<file path="config.mk">
export PLATFORM = sky130hd
export DESIGN_NAME = drrip_ctrl
export DESIGN_NICKNAME = d
export VERILOG_FILES = /design/src/design/drrip_pkg.sv /design/src/design/drrip_ctrl.sv
export SDC_FILE = /design/constraint.sdc
export NUM_CORES = 1
export LEC_CHECK = 0
export BUFFER_PORTS_ARGS = -buffer_cell sky130_fd_sc_hd__buf_2
export CAP_MARGIN = 20
export CORE_AREA = 10 10 47 49
export DETAILED_ROUTE_END_ITERATION = 16
export DIE_AREA = 0 0 57 59
export PLACE_DENSITY = 0.31
export SLEW_MARGIN = 15
export SYNTH_ARGS = -nofsm -noshare
export SYNTH_HDL_FRONTEND = slang
export SYNTH_SLANG_ARGS = --single-unit
</file>
<file path="constraint.sdc">
create_clock -name clock -period 1.2 [get_ports clock]
set_clock_uncertainty 0.1 [all_clocks]
set_input_delay 0.06 -clock clock [delete_from_list [all_inputs] [get_ports clock]]
set_output_delay 0.06 -clock clock [all_outputs]
set_load 0.005 [all_outputs]
</file>
<file path="src/design/drrip_pkg.sv">
// constants, types and helper functions for the drrip replacement policy
// no dependencies; used by every other file of the block except the defines header
package drrip_pkg;

   // cache geometry and policy sizes
   localparam int NUM_SETS     = 2048;
   localparam int NUM_WAYS     = 16;
   localparam int NUM_LEADERS  = 64;
   localparam int BIMODAL_ODDS = 32;

   // field and storage widths
   localparam int SET_W         = $clog2(NUM_SETS);
   localparam int WAY_W         = $clog2(NUM_WAYS);
   localparam int DRAW_W        = $clog2(BIMODAL_ODDS);
   localparam int RRPV_W        = 2;
   localparam int DUEL_W        = 10;
   localparam int LEADER_STRIDE = NUM_SETS / NUM_LEADERS;
   localparam int STRIDE_W      = $clog2(LEADER_STRIDE);
   localparam int LEADER_W      = SET_W - STRIDE_W;

   // re-reference values
   localparam logic [RRPV_W-1:0] RRPV_HIT  = 2'd0;
   localparam logic [RRPV_W-1:0] RRPV_NEAR = 2'd2;
   localparam logic [RRPV_W-1:0] RRPV_MAX  = 2'd3;

   // dueling counter limits
   localparam logic [DUEL_W-1:0] DUEL_BOTTOM = 10'd0;
   localparam logic [DUEL_W-1:0] DUEL_MID    = 10'd512;
   localparam logic [DUEL_W-1:0] DUEL_TOP    = 10'd1023;

   // set roles
   localparam logic [1:0] KIND_FOLLOWER = 2'd0;
   localparam logic [1:0] KIND_SRRIP    = 2'd1;
   localparam logic [1:0] KIND_BRRIP    = 2'd2;

   typedef logic [NUM_WAYS-1:0][RRPV_W-1:0] row_type;

   localparam row_type ROW_RESET = {NUM_WAYS{RRPV_MAX}};

   // controller to datapath
   typedef struct packed {
      logic clear_wr;
      logic accept;
      logic commit;
   } drrip_cmd_type;

   // datapath to controller
   typedef struct packed {
      logic clear_last;
      logic out_free;
   } drrip_status_type;

   // leaders sit on every stride-th set; lower half srrip, upper half brrip
   function automatic logic [1:0] leader_kind(input logic [SET_W-1:0] s);
      logic [LEADER_W-1:0] idx;
      idx = s[SET_W-1:STRIDE_W];
      if (s[STRIDE_W-1:0] != '0) begin
         return KIND_FOLLOWER;
      end else if (!idx[LEADER_W-1]) begin
         return KIND_SRRIP;
      end else begin
         return KIND_BRRIP;
      end
   endfunction

endpackage

</file>
<file path="src/design/drrip_ctrl.sv">
// controller state machine: clearing pass, item intake and commit sequencing
// depends on drrip_pkg for the command and status types
module drrip_ctrl (
   input  logic                        clock,
   input  logic                        reset,
   input  logic                        req_valid,
   output logic                        req_ready,
   input  drrip_pkg::drrip_status_type status,
   output drrip_pkg::drrip_cmd_type    cmd
);

   localparam logic [1:0] ST_CLEAR = 2'd0;
   localparam logic [1:0] ST_IDLE  = 2'd1;
   localparam logic [1:0] ST_CALC  = 2'd2;

   logic [1:0] state_ff;
   logic [1:0] state_in;

   // next state and commands
   always_comb begin
      state_in     = state_ff;
      req_ready    = 1'b0;
      cmd.clear_wr = 1'b0;
      cmd.accept   = 1'b0;
      cmd.commit   = 1'b0;
      unique case (state_ff)
         ST_CLEAR: begin
            cmd.clear_wr = 1'b1;
            if (status.clear_last) begin
               state_in = ST_IDLE;
            end
         end
         ST_IDLE: begin
            req_ready = 1'b1;
            if (req_valid) begin
               cmd.accept = 1'b1;
               state_in   = ST_CALC;
            end
         end
         ST_CALC: begin
            if (status.out_free) begin
               cmd.commit = 1'b1;
               state_in   = ST_IDLE;
            end
         end
         default: begin
            state_in = ST_CLEAR;
         end
      endcase
   end

   // state register
   always_ff @(posedge clock) begin
      if (reset) begin
         state_ff <= ST_CLEAR;
      end else begin
         state_ff <= state_in;
      end
   end

endmodule

</file>
==> summary by stage, run 1 <==
Run status
The flow ran to the end, and the final reports show no timing, DRC or antenna violations.

Pwr
The cell-internal power is 0.000206 W. For this design the total switching power over the nets is 0.0000624 W. The total power is 0.000269 W. The total power density per cell area is 1340 nW/um^2. In this run the static leakage power is 0.105 nW. The maximum ir drop on the vdd rail is 0.377 mV. The switching fraction of total power is 23.2%. In this run, the combinational gates consume 15.2% of the power. The power share of the clock group is 55.2%. Per report_power, the sequential group accounts for 29.6% of the total.

Die
The effective utilization at floorplan is 7.68%. The area enclosed by the die boundary is 3360 sq um. The vertical die dimension is 59 microns. The number of top-level design ports is 9.

The width of the die is 57 microns. The initialized floorplan defines 14 standard-cell rows. The area of the core is 1400 sq um.

Run
Max-cap violations in this run came to 0.

Setup path
For flop-to-flop paths, the worst setup slack is 190 ps. The destination of the worst register-to-register timing path is state_ff[1]$_SDFFE_PP0P_. STA classifies the critical path startpoint as a register. The depth of the worst register-to-register path is 2. The data arrival time of the critical path is 980 ps. The startpoint of the most critical register-to-register path is state_ff[1]$_SDFFE_PP0P_. The category of the worst setup path capture point is a primary output.

The worst-path cell with the longest stage delay is sky130_fd_sc_hd__dfxtp_1. Walking the worst path, the cells encountered are and3b_1 > buf_2. The critical path required time is 1040 ps.

The critical path is of the reg -> out type. The worst stage delay on the critical path is 410 ps. The largest fanout of any net on the critical path is 7.

Global routing
The number of global-route vias before repair is 145. The total overflow left after global routing is 0. The largest net degree at the start of global routing is 8. The busiest layer in global routing is met4. The wire length of the first global-routing pass is 552 microns. For met3 alone, demand over resource in global routing was 1.93%.

The combined global-route utilization of all metal layers is 2.54%. The initial antenna violation count is 0. The met1 usage is 3.06%. The met2 track demand over resource in global routing is 1.40%.

Cells and area
Of the cells placed in the final design, the portion with a size suffix greater than 1 is 44.0%. The number of antenna diodes in the final layout is 0. The largest registers in the layout are state_ff: 2 flops.

The number of flip-flops under the largest register name is 2. Counting the fill cells in the layout gives 167. From synthesis to final layout, the design area changed by 86.0%. The number of nets in the layout is 32.

Leaving out filler cells and counting taps, the final layout contains 41. The register with the most flip-flops in the final layout is state_ff.

Placement
The instance count after placement with tap cells included is 37. OpenSTA, run right after detailed placement, puts the worst setup slack at 199 ps. The number of I/O port buffers is 8. The total half-perimeter wirelength after legalization and detailed placement is 317 microns.

The final estimated routing congestion in global placement is 0.616.

STA
Across all setup checks in the final design, the least slack found is 63.7 ps. Setup repair after global routing left no endpoint under its margin. The transition at the pin with the smallest max-transition slack is 210 ps. Headroom to the max-slew limit came out at 85.9%. The final period utilization is 94.7%. The highest clock rate is 880 MHz. Setup violations remaining at the end of the flow were counted as 0. In the final timing run, aggregate negative setup slack is 0 ps. The hold violation count in the final report is 0. The number of max-slew violations in the final report is 0.

Counting I/O delays and the setup requirement, the final critical path takes 1140 ps.

Detailed routing
For this block, the initial DRC count from the detailed router was 2. In the final routed layout, each cell accounts on average for 9.73 microns. The count of antenna-violating nets left after detailed routing is 0. The routed design has 399 microns of wire. The detailed-route DRC error count is 0. The final route contains 128 vias.

The number of detailed-route iterations in the first pass is 3. The vias per cell is 3.12.

Clocking
The tree built by TritonCTS fans out to 2 sinks. Clock latency on the worst-skew pair, taken at its later pin, is 220 ps. The TritonCTS buffer count is 3. The total setup buffers inserted after CTS is 0.

The CTS H-tree depth is 1. The longest clock path from root to sink contains 2 buffers. The CTS tree is yes.

The root cell of the clock tree is sky130_fd_sc_hd__clkbuf_4. After clock tree synthesis, the clock-pin slew on the worst setup and hold paths is 30 ps.

Yosys
The post-synth net total is 18. By count the netlist is led by sky130_fd_sc_hd__nor2_1 (3), sky130_fd_sc_hd__dfxtp_1 (2). The mean instance size in the synthesized netlist is 8.28 sq um. The portion of the post-synthesis area used by sequential elements is 37.2%. After technology mapping, the gate count stands at 13. By area the synthesized netlist is led by sky130_fd_sc_hd__dfxtp_1 (37%), sky130_fd_sc_hd__nor2_1 (10%), sky130_fd_sc_hd__o21ba_1 (9.3%), sky130_fd_sc_hd__a311oi_1 (8.1%), sky130_fd_sc_hd__and3b_1 (8.1%).

The post-synthesis async set-or-reset flop share is 0%. In this run the biggest area consumer among cell types represents 37.2% of the synthesized area. After synthesis, the netlist uses 10 different library cells. The leading cell type by number of instances after synthesis is sky130_fd_sc_hd__nor2_1. The number of synthesized flops with an enable pin is 0. The netlist area before placement is 108 sq um.

The library cell with the largest summed area after synthesis is sky130_fd_sc_hd__dfxtp_1. The most used flip-flop cell after synthesis is sky130_fd_sc_hd__dfxtp_1. Synthesis inferred 2 register bits. The count of synthesis-stage warnings from yosys is 0.

Min path
In this run the most critical hold path is launched from req_valid. The worst hold path passes through 3 cells. The path class of the lowest-slack min-delay path is in -> reg. The worst min-delay path endpoint is state_ff[0]$_SDFFE_PP0P_.
==> cells in the final DEF, fill, tap and decap left out <==
cell,instances
sky130_fd_sc_hd__inv_1,1
sky130_fd_sc_hd__buf_2,8
sky130_fd_sc_hd__clkbuf_4,3
sky130_fd_sc_hd__nor2_1,3
sky130_fd_sc_hd__o21a_1,1
sky130_fd_sc_hd__and3b_1,1
sky130_fd_sc_hd__nand2_1,1
sky130_fd_sc_hd__o21ba_1,1
sky130_fd_sc_hd__dfxtp_1,2
sky130_fd_sc_hd__a311oi_1,1
sky130_fd_sc_hd__dlygate4sd3_1,1
sky130_fd_sc_hd__nor3b_1,1
sky130_fd_sc_hd__nand2b_1,1
==> critical path: cells and delay by family, from the launching register on <==
| kind | cells | cell delay [ps] |
|---|---|---|
| buffers and inverters | 1 | 130 |
| DFF | 1 | 410 |
| and+or+nand+nor | 1 | 220 |
==> worst max path at each step <==
stage                                   from                       end  cells past startpoint
floorplan           state_ff[1]$_SDFFE_PP0P_  state_ff[1]$_SDFFE_PP0P_                      2
global placement    state_ff[1]$_SDFFE_PP0P_  state_ff[1]$_SDFFE_PP0P_                      2
detailed placement  state_ff[1]$_SDFFE_PP0P_  state_ff[1]$_SDFFE_PP0P_                      2
CTS                 state_ff[1]$_SDFFE_PP0P_                    cmd[1]                      2
global route        state_ff[0]$_SDFFE_PP0P_                 req_ready                      3
finish              state_ff[1]$_SDFFE_PP0P_                    cmd[1]                      2
==> timing repair <==
action | in CTS | in global routing
setup endpoints to repair | 0 | 0
gates resized for setup | 0 | 0
hold buffers | 1 | 0
hold endpoints to repair | 1 | 0
==> power by group through the flow <==
stage               clock network (W)  logic [W]  registers, W
floorplan                           0  0.0000183     0.0000785
global placement                    0  0.0000380     0.0000802
detailed placement                  0  0.0000393     0.0000800
CTS                          0.000159  0.0000419     0.0000791
global route                 0.000162  0.0000455     0.0000800
finish                       0.000148  0.0000410     0.0000794
==> cell type report <==
class | instances | area (sq um) | share of cell area [%]
multi-input cells | 10 | 63.8 | 31.9
repair buffers | 9 | 50.0 | 25.0
flip-flops and latches | 2 | 40.0 | 20.0
clock buffers | 3 | 22.5 | 11.2
well taps | 16 | 20.0 | 10.0
inverters | 1 | 3.75 | 1.88
==> metal layers <==
layer | vias up | share of wire (%)
li1 | 69 | -
met1 | 48 | 59
met2 | 9 | 27
met3 | 2 | 12
met4 | 0 | 2.3
met5 | - | 0
==> cell families after synthesis <==
logic type | after synthesis | share of synthesized area, %
and+or+nand+nor | 7 | 34.9
AOI/OAI and AO/OA | 3 | 24.4
DFF | 2 | 37.2
buffers and inverters | 1 | 3.49
==> per-stage QoR <==
stage	cell area (sq um)	hold slack (ps)	utilization [%]
global placement	168	135	12.0
CTS	200	10.9	14.3
global route	200	27.2	14.3
floorplan	108	32.1	-
finish	200	16.3	14.3
detailed placement	168	147	12.0
No activity file was read; power rests on OpenSTA's default activity.
==> run 2, diff against run 1 <==
--- a/config.mk
+++ b/config.mk
@@ -5,12 +5,13 @@
 export SDC_FILE = /design/constraint.sdc
 export NUM_CORES = 1
 export LEC_CHECK = 0
+export ABC_AREA = 1
 export BUFFER_PORTS_ARGS = -buffer_cell sky130_fd_sc_hd__buf_2
 export CAP_MARGIN = 20
 export CORE_AREA = 10 10 47 49
 export DETAILED_ROUTE_END_ITERATION = 16
 export DIE_AREA = 0 0 57 59
-export PLACE_DENSITY = 0.31
+export PLACE_DENSITY = 0.32
 export SLEW_MARGIN = 15
 export SYNTH_ARGS = -nofsm -noshare
 export SYNTH_HDL_FRONTEND = slang
==> run 2 against run 1 <==
Register-to-register slack gained 150 ps. Cell count grew 17%. Largest cell class unchanged. Critical path depth grew 1. Sequential share of layout area shrank 0.81 points. Die area is the same.
==> summary by stage, run 2 <==
Yosys
Ranked by instance count, the synthesized netlist is headed by sky130_fd_sc_hd__inv_1 (7), sky130_fd_sc_hd__nand2_1 (4), sky130_fd_sc_hd__dfxtp_1 (2). The Yosys step of the flow raised 0 warnings. In the synthesized netlist the dominant register cell turns out to be sky130_fd_sc_hd__dfxtp_1. Yosys attributes the largest share of cell area to sky130_fd_sc_hd__dfxtp_1 (33%), sky130_fd_sc_hd__inv_1 (22%), sky130_fd_sc_hd__nand2_1 (12%), sky130_fd_sc_hd__nand3_2 (8.2%), sky130_fd_sc_hd__nor2_2 (5.2%).

The fraction of synthesized cell area taken by the top area cell type is 33.0%. The synthesized design contains 2 register bits. The leading cell type by number of instances after synthesis is sky130_fd_sc_hd__inv_1.

Counting flops with a built-in enable in the synthesized netlist gives 0. The average instance in the mapped netlist occupies 6.07 sq um. The post-synthesis async set-or-reset flop share is 0%. Summed over all instances, the cell type with the most area after synthesis is sky130_fd_sc_hd__dfxtp_1.

Synthesis handed over a netlist of 20 instances. The post-synth net total is 25. The netlist area before placement is 121 sq um.

For this run, the register share of the synthesized area comes to 33.0%. The distinct cell type count after synthesis is 10.

Detailed routing
The routed layout has 152 vias. After detailed routing, the number of remaining DRC violations is 0. Once detail routing completed, the nets flagged for antenna violations numbered 0. For this run, the detailed router's first-pass iteration total came to 2. The detailed-route wire length is 401 microns.

The vias per cell is 3.17. The detailed router's first-iteration violation count is 1. The wire length per cell after detailed routing is 8.35 microns.

Pwr
The switching fraction of total power is 24.6%. Sequential cells account for 29.1% of the total power. The net switching power figure is 0.0000674 W.

The cell-internal power is 0.000207 W. The worst-case IR drop observed on VDD is 0.172 mV. Of the total power, combinational logic draws 16.9%. Of the total power, the clock network draws 54.0%.

The leakage dissipation is 0.128 nW. The total power density per cell area is 1270 nW/um^2.

Global routing
The final global-route overflow total is 0. The number of global-route vias before repair is 172. The initial antenna violation count came to 0. Across every metal layer, demand over resource in global routing totals 3.02%. The wire length of the first global-routing pass is 655 microns. The largest net degree at the start of global routing is 7.

Die
Once the floorplan was initialized, standard cells occupied 8.66% of the core. The area of the core is 1400 sq um. The count of standard-cell rows is 14. The floorplan step set the die width to 57 microns. The floorplan step defined a die boundary enclosing 3360 sq um. During I/O placement, the number of pins put on the boundary was 9. The vertical die dimension is 59 microns.

Cells and area
At the end of the flow, the number of nets in the layout was 39. The register with the most flip-flops in the layout has 2 of them. Cells with a size suffix above 1 make up 43.8% of the layout. More flip-flops sit in one register than any other, and that register is state_ff. The repair_antennas step left the layout with diodes totalling 0. The most common cell after layout, fill and taps aside is sky130_fd_sc_hd__buf_2. The largest registers in the layout are state_ff: 2 flops. Relative to the synthesized area, the layout overhead comes to 77.3%.

The library cells used most frequently in the layout, excluding fill and tap cells, are sky130_fd_sc_hd__buf_2 (8), sky130_fd_sc_hd__inv_1 (7), sky130_fd_sc_hd__nand2_1 (4).

Setup path
The category of the worst setup path capture point is a primary output. The data arrival time of the critical path is 940 ps. The depth of the worst register-to-register path is 2. STA classifies the critical path startpoint as a register. The critical path required time is 1040 ps. In this run the critical register-to-register path is launched from state_ff[0]$_SDFFE_PP0P_. The critical path in this run is classified as reg -> out. The endpoint identified for the worst register-to-register timing path is state_ff[1]$_SDFFE_PP0P_. Across all register-to-register paths, the minimum setup slack is 340 ps. The largest fanout of any net on the critical path is 4.

Clocking
Counting along the longest clock path gives a buffer depth of 2. In this run the clock root is driven by a sky130_fd_sc_hd__clkbuf_4. The clock network latency to the later pin of the worst-skew pair is 220 ps. The CTS H-tree depth is 1. TritonCTS built the clock tree. The TritonCTS buffer count is 3.

The register clock-pin slew on the reported worst setup and hold paths is 30 ps. The clock drives 2 sinks. Once the clock tree was built, the setup fixing pass inserted 0 buffers.

Min path
In this run the worst hold path is classified as in -> reg. The hold-critical path depth is 4. The worst hold path terminates at state_ff[1]$_SDFFE_PP0P_.

The startpoint of the worst hold path is status[0].

STA
The worst hold slack across all endpoints is 22.5 ps. At the pin with the least slew margin, the transition time is 179 ps. The shortest clock period the worst path allows after layout is 1100 ps.

The number of setup violations in the final report is 0. Setup repair after global routing left no endpoint under its margin. The number of max-slew violations in the final report was 0. The highest clock rate is 913 MHz. Headroom to the max-slew limit came out at 87.9%.

The final period utilization is 91.3%. The hold violation count in the final report is 0. After routing, the total negative slack on setup checks comes to 0 ps.

Run
The max-cap violation count is 0.

Placement
Detailed placement ended at an HPWL of 330 microns. The number of I/O port buffers is 8. At the end of routability-driven placement, the weighted congestion stood at 0.617.

Run status
The run finished with clean final reports.
## run 2: critical path: stages (launching register included)
cell                      delay, ps
sky130_fd_sc_hd__dfxtp_2        340
sky130_fd_sc_hd__inv_1           70
sky130_fd_sc_hd__nor3_1         160
sky130_fd_sc_hd__buf_2          140
## run 2: kinds of logic (layout without fill, tap and decap cells)
| logic type | Yosys count | in the layout | synth area share [%] |
|---|---|---|---|
| AOI/OAI and AO/OA | 2 | 2 | 8.24 |
| buffers and inverters | 7 | 19 | 21.7 |
| DFF | 2 | 2 | 33.0 |
| and+or+nand+nor | 9 | 9 | 37.1 |
## run 2: worst max path at each step
stage | start | end | depth (start not counted)
3_3_place_gp | state_ff[1]$_SDFFE_PP0P_ | cmd[0] | 3
5_1_grt | state_ff[1]$_SDFFE_PP0P_ | cmd[0] | 3
6_report | state_ff[1]$_SDFFE_PP0P_ | cmd[0] | 3
3_5_place_dp | state_ff[1]$_SDFFE_PP0P_ | cmd[0] | 3
4_1_cts | state_ff[1]$_SDFFE_PP0P_ | cmd[0] | 3
2_1_floorplan | state_ff[0]$_SDFFE_PP0P_ | state_ff[0]$_SDFFE_PP0P_ | 4
## run 2: per-stage QoR
stage	setup slack, ps	std cells	area (sq um)	util (%)	power (W)
3_5_place_dp	266	44	181	12.9	0.000126
6_report	105	48	215	15.4	0.000274
4_1_cts	24.5	48	214	15.3	0.000287
5_1_grt	15.3	48	215	15.4	0.000296
2_1_floorplan	381	20	121	-	0.000103
3_3_place_gp	287	44	181	12.9	0.000127
## run 2: final cells by class
cell class,count,area (sq um)
tap,16,20.0
timing repair buffer,9,50.0
clock buffer,3,22.5
multi-input combinational,11,55.1
inverter,7,26.3
fill,180,1190
sequential,2,41.3
## run 2: layer usage
metal  GRT usage [%]  routed length [microns]
met5               0                        0
met1            1.90                      146
met3            2.36                       66
met4            7.05                       24
met2            3.41                      163
## run 2: what timing repair did
action	CTS	global route
hold endpoints to repair	2	0
setup endpoints to repair	0	1
gates resized for setup	0	1
hold buffers	1	0
## run 2: power groups by stage
stage / logic, W / clock network, W / registers [W]
final: 0.0000462 / 0.000148 / 0.0000798
after global routing: 0.0000549 / 0.000160 / 0.0000813
after CTS: 0.0000478 / 0.000160 / 0.0000796
after detailed placement: 0.0000452 / 0 / 0.0000806
after global placement: 0.0000459 / 0 / 0.0000808
after floorplan: 0.0000237 / 0 / 0.0000791
